<file path="src/hw/rtl/ncis_pkg.sv">
// shared types and constants of the nibble cpu instruction step core
package ncis_pkg;

   localparam int NibWidth = 4;
   localparam int LocWidth = 8;
   localparam int PcWidth  = 8;
   localparam int MemDepth = 1 << LocWidth;

   // stores below this nibble address touch the screen area
   localparam logic [LocWidth-1:0] ScreenLimit = LocWidth'(4);

   localparam logic [LocWidth-1:0] HighNibMask = 8'hF0;
   localparam logic [LocWidth-1:0] LowNibMask  = 8'h0F;

   typedef enum logic [NibWidth-1:0] {
      OP_NOP       = 4'd0,
      OP_ADD       = 4'd1,
      OP_SUB       = 4'd2,
      OP_LOC_HIGH  = 4'd3,
      OP_LOC_LOW   = 4'd4,
      OP_SET_X     = 4'd5,
      OP_SET_Y     = 4'd6,
      OP_SET_Z     = 4'd7,
      OP_STORE     = 4'd8,
      OP_LOAD_Z    = 4'd9,
      OP_JMP_LOW   = 4'd10,
      OP_JMP_HIGH  = 4'd11,
      OP_JUMP      = 4'd12,
      OP_LOAD_X    = 4'd13,
      OP_LOAD_Y    = 4'd14,
      OP_TOG_CARRY = 4'd15
   } opcode_type;

   typedef struct packed {
      logic [PcWidth-1:0]  next_pc;
      logic [NibWidth-1:0] reg_x;
      logic [NibWidth-1:0] reg_y;
      logic [NibWidth-1:0] reg_z;
      logic                carry_flag;
      logic                carry_in_enabled;
      logic [LocWidth-1:0] location;
      logic                memory_written;
      logic                screen_changed;
   } rsp_type;

endpackage

</file>
<file path="src/hw/rtl/ncis_ram.sv">
// generic single write port ram with one registered read port
module ncis_ram #(
   parameter int Width = 4,
   parameter int Depth = 256
) (
   input  logic                     clock,
   input  logic                     wr_en,
   input  logic [$clog2(Depth)-1:0] wr_addr,
   input  logic [Width-1:0]         wr_data,
   input  logic [$clog2(Depth)-1:0] rd_addr,
   output logic [Width-1:0]         rd_data
);

   logic [Width-1:0] mem_ff [Depth];
   logic [Width-1:0] rd_data_ff;

   // write port and registered read, read returns old data on a collision
   always_ff @(posedge clock) begin
      if (wr_en) begin
         mem_ff[wr_addr] <= wr_data;
      end
      rd_data_ff <= mem_ff[rd_addr];
   end

   assign rd_data = rd_data_ff;

endmodule

</file>
<file path="src/hw/rtl/nibble_cpu_instruction_step_core.sv">
// top level of the nibble cpu instruction step core
//
// Executes one instruction of a small 4-bit processor per accepted item.
// Request channel: req_opcode and req_immediate, taken at an edge where
// req_valid is high and req_stall is low. Response channel: one item per
// request with the next fetch address, the X, Y and Z registers, carry,
// carry-use, location pointer and store flags, taken when rsp_valid is high
// and rsp_stall is low.
// Each result goes to the response register, or to the skid register while
// a response is held. Throughput is one item per cycle while req_stall is
// low; all the work happens between the request ports and the response
// register, and the data memory read port is kept pointed at the next
// location pointer, so a load finds its nibble waiting in the ram read
// register. When the receiver stalls, the held response stays put and one
// more item is taken into a skid register; req_stall rises only while that
// is full. Synchronous reset clears the state registers, the response and
// skid valid bits and the 256 valid bits of the data memory at once, so the
// memory reads as zero right after reset with no clearing pass.
module nibble_cpu_instruction_step_core (
   input  logic                          clock,
   input  logic                          reset,
   input  logic                          req_valid,
   output logic                          req_stall,
   input  logic [ncis_pkg::NibWidth-1:0] req_opcode,
   input  logic [ncis_pkg::NibWidth-1:0] req_immediate,
   output logic                          rsp_valid,
   input  logic                          rsp_stall,
   output logic [ncis_pkg::PcWidth-1:0]  rsp_next_pc,
   output logic [ncis_pkg::NibWidth-1:0] rsp_reg_x,
   output logic [ncis_pkg::NibWidth-1:0] rsp_reg_y,
   output logic [ncis_pkg::NibWidth-1:0] rsp_reg_z,
   output logic                          rsp_carry_flag,
   output logic                          rsp_carry_in_enabled,
   output logic [ncis_pkg::LocWidth-1:0] rsp_location,
   output logic                          rsp_memory_written,
   output logic                          rsp_screen_changed
);
   import ncis_pkg::*;

   // architectural state
   logic [PcWidth-1:0]  pc_ff, pc_in;
   logic [LocWidth-1:0] jt_ff, jt_in;
   logic [LocWidth-1:0] loc_ff, loc_in, loc_new;
   logic [NibWidth-1:0] x_ff, x_in;
   logic [NibWidth-1:0] y_ff, y_in;
   logic [NibWidth-1:0] z_ff, z_in;
   logic                carry_ff, carry_in;
   logic                cuse_ff, cuse_in;
   logic [MemDepth-1:0] valid_ff, valid_in;
   logic                byp_ff;
   logic [NibWidth-1:0] byp_data_ff;

   // response and skid stages
   rsp_type out_ff, out_in;
   rsp_type skid_ff, skid_in;
   logic    out_v_ff, out_v_in;
   logic    skid_v_ff, skid_v_in;

   logic                accept;
   logic                take;
   logic                wr_en;
   logic [NibWidth-1:0] ram_q;
   logic [NibWidth-1:0] mem_q;
   logic                cin;
   logic [NibWidth:0]   sum;
   logic [NibWidth:0]   subtrahend;
   logic [NibWidth:0]   diff;
   logic [LocWidth-1:0] jt_dec;
   logic [LocWidth-1:0] imm_wide;
   rsp_type             result;

   assign accept = req_valid && !skid_v_ff;
   assign take   = out_v_ff && !rsp_stall;

   // data memory, read address follows the pointer the next item will see
   assign wr_en = accept && (opcode_type'(req_opcode) == OP_STORE);

   ncis_ram #(
      .Width (NibWidth),
      .Depth (MemDepth)
   ) u_data_mem (
      .clock   (clock),
      .wr_en   (wr_en),
      .wr_addr (loc_ff),
      .wr_data (z_ff),
      .rd_addr (loc_in),
      .rd_data (ram_q)
   );

   // nibble at the current pointer: unwritten reads zero, fresh store bypassed
   always_comb begin
      if (!valid_ff[loc_ff]) begin
         mem_q = '0;
      end else if (byp_ff) begin
         mem_q = byp_data_ff;
      end else begin
         mem_q = ram_q;
      end
   end

   // alu
   assign cin        = cuse_ff & carry_ff;
   assign sum        = {1'b0, x_ff} + {1'b0, y_ff} + {{NibWidth{1'b0}}, cin};
   assign subtrahend = {1'b0, y_ff} + {{NibWidth{1'b0}}, cin};
   assign diff       = {1'b0, x_ff} - subtrahend;
   assign jt_dec     = jt_ff - LocWidth'(1);
   assign imm_wide   = {{(LocWidth-NibWidth){1'b0}}, req_immediate};

   // instruction execute
   always_comb begin
      pc_in    = pc_ff + PcWidth'(1);
      jt_in    = jt_ff;
      loc_new  = loc_ff;
      x_in     = x_ff;
      y_in     = y_ff;
      z_in     = z_ff;
      carry_in = carry_ff;
      cuse_in  = cuse_ff;
      case (opcode_type'(req_opcode))
         OP_NOP: begin
         end
         OP_ADD: begin
            z_in     = sum[NibWidth-1:0];
            carry_in = sum[NibWidth];
         end
         OP_SUB: begin
            z_in     = diff[NibWidth-1:0];
            carry_in = ~diff[NibWidth];
         end
         OP_LOC_HIGH: loc_new = (loc_ff & LowNibMask) | (imm_wide << NibWidth);
         OP_LOC_LOW:  loc_new = (loc_ff & HighNibMask) | imm_wide;
         OP_SET_X:    x_in = req_immediate;
         OP_SET_Y:    y_in = req_immediate;
         OP_SET_Z:    z_in = req_immediate;
         OP_STORE: begin
         end
         OP_LOAD_Z:   z_in = mem_q;
         OP_JMP_LOW:  jt_in = (jt_ff & HighNibMask) | imm_wide;
         OP_JMP_HIGH: jt_in = (jt_ff & LowNibMask) | (imm_wide << NibWidth);
         OP_JUMP: begin
            // target steps back and stays so, pc lands on the old target
            jt_in = jt_dec;
            pc_in = jt_ff;
         end
         OP_LOAD_X:    x_in = mem_q;
         OP_LOAD_Y:    y_in = mem_q;
         OP_TOG_CARRY: cuse_in = ~cuse_ff;
         default: begin
         end
      endcase
   end

   assign loc_in = accept ? loc_new : loc_ff;

   // response item of this instruction
   always_comb begin
      result.next_pc          = pc_in;
      result.reg_x            = x_in;
      result.reg_y            = y_in;
      result.reg_z            = z_in;
      result.carry_flag       = carry_in;
      result.carry_in_enabled = cuse_in;
      result.location         = loc_new;
      result.memory_written   = wr_en;
      result.screen_changed   = wr_en && (loc_ff < ScreenLimit);
   end

   // valid bits of the data memory
   always_comb begin
      valid_in = valid_ff;
      if (wr_en) begin
         valid_in[loc_ff] = 1'b1;
      end
   end

   // response register with skid stage
   always_comb begin
      out_in    = out_ff;
      out_v_in  = out_v_ff;
      skid_in   = skid_ff;
      skid_v_in = skid_v_ff;
      if (take || !out_v_ff) begin
         if (skid_v_ff) begin
            out_in    = skid_ff;
            out_v_in  = 1'b1;
            skid_v_in = 1'b0;
         end else begin
            out_in   = result;
            out_v_in = accept;
         end
      end else if (accept) begin
         skid_in   = result;
         skid_v_in = 1'b1;
      end
   end

   // control and state registers
   always_ff @(posedge clock) begin
      if (reset) begin
         pc_ff     <= '0;
         jt_ff     <= '0;
         loc_ff    <= '0;
         x_ff      <= '0;
         y_ff      <= '0;
         z_ff      <= '0;
         carry_ff  <= 1'b0;
         cuse_ff   <= 1'b0;
         valid_ff  <= '0;
         byp_ff    <= 1'b0;
         out_v_ff  <= 1'b0;
         skid_v_ff <= 1'b0;
      end else begin
         if (accept) begin
            pc_ff    <= pc_in;
            jt_ff    <= jt_in;
            loc_ff   <= loc_new;
            x_ff     <= x_in;
            y_ff     <= y_in;
            z_ff     <= z_in;
            carry_ff <= carry_in;
            cuse_ff  <= cuse_in;
         end
         valid_ff  <= valid_in;
         // a store hits the address being read, the ram returns stale data once
         byp_ff    <= wr_en;
         out_v_ff  <= out_v_in;
         skid_v_ff <= skid_v_in;
      end
   end

   // payload registers
   always_ff @(posedge clock) begin
      byp_data_ff <= z_ff;
      out_ff      <= out_in;
      skid_ff     <= skid_in;
   end

   assign req_stall            = skid_v_ff;
   assign rsp_valid            = out_v_ff;
   assign rsp_next_pc          = out_ff.next_pc;
   assign rsp_reg_x            = out_ff.reg_x;
   assign rsp_reg_y            = out_ff.reg_y;
   assign rsp_reg_z            = out_ff.reg_z;
   assign rsp_carry_flag       = out_ff.carry_flag;
   assign rsp_carry_in_enabled = out_ff.carry_in_enabled;
   assign rsp_location         = out_ff.location;
   assign rsp_memory_written   = out_ff.memory_written;
   assign rsp_screen_changed   = out_ff.screen_changed;

endmodule

</file>
<file path="config.mk">
export PLATFORM = sky130hd
export DESIGN_NAME = nibble_cpu_instruction_step_core
export DESIGN_NICKNAME = d
export VERILOG_FILES = /design/src/hw/rtl/ncis_pkg.sv /design/src/hw/rtl/ncis_ram.sv /design/src/hw/rtl/nibble_cpu_instruction_step_core.sv
export SDC_FILE = /design/constraint.sdc
export NUM_CORES = 2
export LEC_CHECK = 0
export CAP_MARGIN = 15
export CORE_UTILIZATION = 35
export CTS_BUF_LIST = sky130_fd_sc_hd__clkbuf_4
export DETAILED_ROUTE_END_ITERATION = 10
export DONT_BUFFER_PORTS = 1
export HOLD_SLACK_MARGIN = 0.02
export MAX_ROUTING_LAYER = met4
export PLACE_DENSITY = 0.55
export REMOVE_ABC_BUFFERS = 1
export SLEW_MARGIN = 5
export SYNTH_ARGS = -nofsm -noshare
export SYNTH_HDL_FRONTEND = slang
export SYNTH_SLANG_ARGS = --single-unit
</file>
<file path="constraint.sdc">
create_clock -name clock -period 7.8 [get_ports clock]
set_clock_uncertainty 0.15 [all_clocks]
set_input_delay 1.56 -clock clock [delete_from_list [all_inputs] [get_ports clock]]
set_output_delay 1.56 -clock clock [all_outputs]
set_load 0.02 [all_outputs]
</file>
## Word-level counts from Yosys, hierarchy flattened

Memory sizes are Yosys's and may differ from the RTL's. A register that Yosys moved wholly into a read port is not among the register bits.
Cells that the tools add are included.
Widths: inputs -> output; s select.

| storage, ports and cells | value |
|---|---|
| bits in registers | 365 |
| output and inout port bits | 34 |
| memories kept | 1 |
| word-level logic and storage cells | 97 |
| RAM bits | 1024 |

Memory list:

| memory | words | width | rd ports | clocked after memory_dff | write ports | line | RTL |
|---|---|---|---|---|---|---|---|
| u_data_mem.mem_ff | 256 | 4 | 1 | 1 | 1 | ncis_ram.sv:14 | `logic [Width-1:0] mem_ff [Depth];` |

| cells by class | value |
|---|---|
| reduce and logical (&&, ||, !) cells | 13 |
| $add $sub $neg | 6 |
| magnitude comparators | 3 |
| equality and inequality tests | 15 |
| multiplexer cells | 19 |
| bitwise gates (word level) | 9 |

Operator list:

| cell | count |
|---|---|
| $or 256x256->256 | 1 |
| $eq 4x4->1 const B | 8 |
| $mux 32 | 1 |
| $pmux 8 s3 | 1 |
| $eq 4x3->1 const B | 4 |
| $mux 8 | 2 |
| $or 4x8->8 | 2 |
| $or 8x4->8 | 2 |
| $pmux 4 s2 | 2 |
| $pmux 4 s4 | 1 |
| $pmux 8 s2 | 1 |
| $lt 8x9->1 const B | 1 |
| $add 8x1->8 const B | 1 |
| $bmux 1 s8 | 1 |
| $demux 1 s8 | 1 |
| $eq 4x2->1 const B | 2 |
| $ge 8x1->1 const B | 1 |
| $lt 8x3->1 const B | 1 |
| $mux 4 | 2 |
| $sub 8x1->8 const B | 1 |
| $mux 1 | 6 |
| $add 4x1->5 | 1 |
| $add 4x4->5 | 1 |
| $add 5x1->5 | 1 |
| 11 further kinds | 20 |

## Logic depth before layout (Yosys ltp)

| logic depth | value |
|---|---|
| depth in word-level cells | 6 |
| mapped depth | 14 |
| mapped depth without buffers | 12 |

## By module

Synthesis repeated with hierarchy kept, for this count alone.

| unflattened totals | value |
|---|---|
| cell total of the unflattened synthesis | 3476 |
| area, all modules | 56141.3 um^2 |

Modules (own cells, without submodules):

| module | cells each | area each (um^2) | instances |
|---|---|---|---|
| ncis_ram | 2051 | 40675.3 | 1 |
| nibble_cpu_instruction_step_core | 1425 | 15466.1 | 1 |

## Worst setup path before layout

OpenSTA, ideal clock, no wires.

| path | value |
|---|---|
| path type | reg-to-reg |
| from | reg z_ff[1] |
| to | mem u_data_mem.mem_ff[0][1], data pin |
| period minus slack after synthesis | 4456 ps |
| path slack | 3344 ps |
| arrival time | 3441 ps |
| cell stages (with the launch flop) | 1 |
| data required time | 6785 ps |
| cell sequence | dfxtp_1 |

RTL lines:

| element | line | RTL |
|---|---|---|
| start, declared | nibble_cpu_instruction_step_core.sv:46 | `logic [NibWidth-1:0] z_ff, z_in;` |
| start signal, assigned | nibble_cpu_instruction_step_core.sv:219 | `z_ff <= z_in;` |
| end, declared | ncis_ram.sv:14 |  |

Straight into the memory's write port.

==> impl_metrics.json <==
{
  "power.density_nw_per_um2": 237.0,
  "max_clock_freq_mhz": 203.8,
  "pwr-share-seq_pct": 53.7,
  "post_drt_via_cell_ratio": 5.518,
  "io_pins": 46,
  "cts_hold_buf": 0,
  "whs_endpoint": "loc_ff[3]$_SDFF_PP0_",
  "die-area_um2": 162900,
  "syn_avg_cell_area_um2": 13.21,
  "grt_start_max_net_pins": 298,
  "final_util_pct": 39.65,
  "grt_pass1_wl_mm": 253.7,
  "final-hold-violation-count": 0,
  "drv_cap": 0,
  "worstHoldStart": "req_immediate[3]",
  "antenna_found_initial": 8,
  "p_int_uw": 11650,
  "post_cts_resized": 0,
  "cts_buffers": 379,
  "post_drt_wl_per_cell_um": 25.48,
  "p_comb_share_pct": 2.9,
  "routed_wl_mm": 175.6,
  "clockPowerShare_pct": 43.4,
  "netlist_area_um2": 56460,
  "ys_warn_count": 0,
  "instances_no_fill": 6892,
  "num_rows": 147,
  "period_needed_ps": 4906,
  "clockRootBuffer": "clkbuf_4",
  "initial_utilization_pct": 35.20,
  "clk_latency_ps": 1310,
  "yosys.area.top_type": "edfxtp_1",
  "htree_levels": 5,
  "cts_setup_buffers": 0,
  "yosysUniqueCellTypes": 68,
  "drcViolationCount": 0,
  "p_leak_uw": 0.02242,
  "cts.sinks": 1393,
  "fin_nets": 4447,
  "layout_common_cells": "edfxtp_1, nor2_1, clkbuf_4, dfxtp_1, a211oi_1",
  "gp_congestion": 0.8797,
  "rr_endpoint": "rsp_reg_x[1]$_DFFE_PP_",
  "drive_gt1_share_pct": 18.75,
  "grt_use_total_pct": 21.84,
  "arrival_ps": 5750,
  "coreArea_um2": 160400,
  "status": "finished clean",
  "cp-start-kind": "flop",
  "synth_cells": 4274,
  "reg2reg_from": "loc_ff[0]$_SDFF_PP0_",
  "syn_to_final_growth_pct": 12.64,
  "synth_ff_type": "edfxtp_1",
  "fin_crit_sh_pct": 62.90,
  "dp.cells": 6201,
  "grt_pass1_vias": 36760,
  "cts_tree": "yes",
  "hold_path_class": "in -> reg",
  "drv_slew": 0,
  "finalSetupTns_ps": 0,
  "via_count": 38030,
  "rsz0062_at_grt": "false",
  "io_buffers": 0,
  "die_y_um": 403.6,
  "worst_hold_slack_ps": 284.5,
  "total_power_uw": 15070,
  "ys_seq_area_share_pct": 68.68,
  "async_flop_share_pct": 0,
  "final_common_cell": "edfxtp_1",
  "grt_overflow": 0,
  "switching_share_pct": 22.67,
  "drt_iter0_drc": 3671,
  "yosysTopAreaCellShare_pct": 57.87,
  "crit_required_ps": 8640,
  "end_kind": "flop",
  "ir_drop_v": 0.0001052,
  "crit_path_max_fanout": 57,
  "r2r_cells": 9,
  "finalSetupViolations": 0,
  "slew_headroom_pct": 21.34,
  "firstDrtPassIters": 8,
  "clk_pin_slew_ps": 60,
  "final_antenna_net_count": 0,
  "holdPathStages": 2,
  "dpl.hpwl_mm": 105.3,
  "worst_pin_slew_ps": 1176,
  "r2r_slack_ps": 2890,
  "cts_buffer_depth": 4,
  "power.switching_uw": 3417,
  "synth_area_leaders": "edfxtp_1, dfxtp_1, nor2_1",
  "synth-edff-count": 1088,
  "die_w_um": 403.6,
  "worstSetupPathType": "reg -> reg",
  "ys_seq_elements": 1393
}
-- worst max-delay path: stages (launching register included) --
cell	delay, ps
dfxtp_4	620
buf_12	550
mux4_2	610
a22oi_1	260
a21oi_1	190
nor4_1	830
o21ai_1	150
o21ai_2	590
o31ai_1	270
mux2_2	320
-- worst max path at each step --
stage / start / to / slack [ps] / depth (start not counted)
2_1_floorplan: req_opcode[2] / u_data_mem.rd_data[0]$_DFF_P_ / -2540 / 8
3_3_place_gp: req_opcode[1] / u_data_mem.rd_data[3]$_DFF_P_ / 1690 / 8
3_5_place_dp: req_opcode[1] / u_data_mem.rd_data[3]$_DFF_P_ / 1640 / 8
4_1_cts: loc_ff[0]$_SDFF_PP0_ / rsp_reg_x[1]$_DFFE_PP_ / 2940 / 9
5_1_grt: loc_ff[0]$_SDFF_PP0_ / rsp_reg_x[1]$_DFFE_PP_ / 2800 / 9
6_report: loc_ff[0]$_SDFF_PP0_ / rsp_reg_x[1]$_DFFE_PP_ / 2890 / 9
-- power groups by stage --
| stage | Combinational (uW) | Sequential, uW | Clock (uW) |
|---|---|---|---|
| 2_1_floorplan | 221 | 8290 | 0 |
| 3_3_place_gp | 426 | 8260 | 0 |
| 3_5_place_dp | 428 | 8260 | 0 |
| 4_1_cts | 429 | 8100 | 6670 |
| 5_1_grt | 458 | 8100 | 7060 |
| 6_report | 430 | 8100 | 6540 |
-- synthesized netlist by cell type, types with 7 or more instances --
library cell	count
and3_1	190
buf_4	29
a311oi_1	61
nand3_1	124
buf_1	16
mux2_2	33
nor2b_1	14
a32oi_1	12
a221oi_1	64
nand4b_1	15
nor3_1	11
a22oi_1	35
edfxtp_1	1088
mux2i_1	182
and4b_1	8
nor2_1	792
nand2_1	210
nand2b_1	16
o21ba_2	29
a21oi_1	89
and2_1	8
a211oi_1	269
inv_1	16
clkbuf_1	196
mux4_2	64
o21a_1	14
dfxtp_1	305
ha_1	9
o31ai_1	12
buf_2	81
o22ai_1	49
o21ai_0	108
o32a_1	20
xnor2_1	8
or2_2	7
a31o_2	16
-- registers in the layout (all words and copies together), names as in the netlist, 4 cells and up, named ones only --
register	count
rsp_reg_z	4
u_data_mem.mem_ff	1024
pc_ff	8
rsp_reg_x	4
rsp_next_pc	8
x_ff	4
u_data_mem.rd_data	4
rsp_reg_y	4
z_ff	4
valid_ff	256
y_ff	4
byp_data_ff	4
jt_ff	4
skid_ff	32
rsp_location	8
loc_ff	8
-- per-layer routing --
layer,track usage [%],vias to the layer above,wire (um)
li1,-,16800,-
met1,28.14,19230,73250
met2,33.80,1699,82490
met3,5.072,299,14750
met4,7.543,0,5128
met5,-,-,0
-- cell families after synthesis --
kind of cell    count (synthesis)  synth area share, %
compound gates                809                10.37
xor+xnor                       13               0.2017
fa+ha+maj                      13               0.3413
buf+inv                       342                2.699
flops                        1393                68.68
mux                           281                6.491
simple gates                 1423                11.21
-- cell type report --
cell class | count | area, um2
flip-flops and latches | 1393 | 38800
clock buffers | 592 | 4444
well taps | 2160 | 2703
clock inverters | 92 | 414.1
multi-input cells | 2539 | 16280
repair buffers | 93 | 873.3
fillers | 15370 | 96790
diodes | 7 | 17.52
inverters | 16 | 60.06
-- metrics by stage --
step	worst slack (ps)	instance area, um2
after floorplan	-2537	54990
after global placement	1686	58720
after detailed placement	1640	58720
after CTS	2935	63580
after global routing	2798	63590
final	2894	63590
Note: power is estimated with default switching activity, not from simulation.
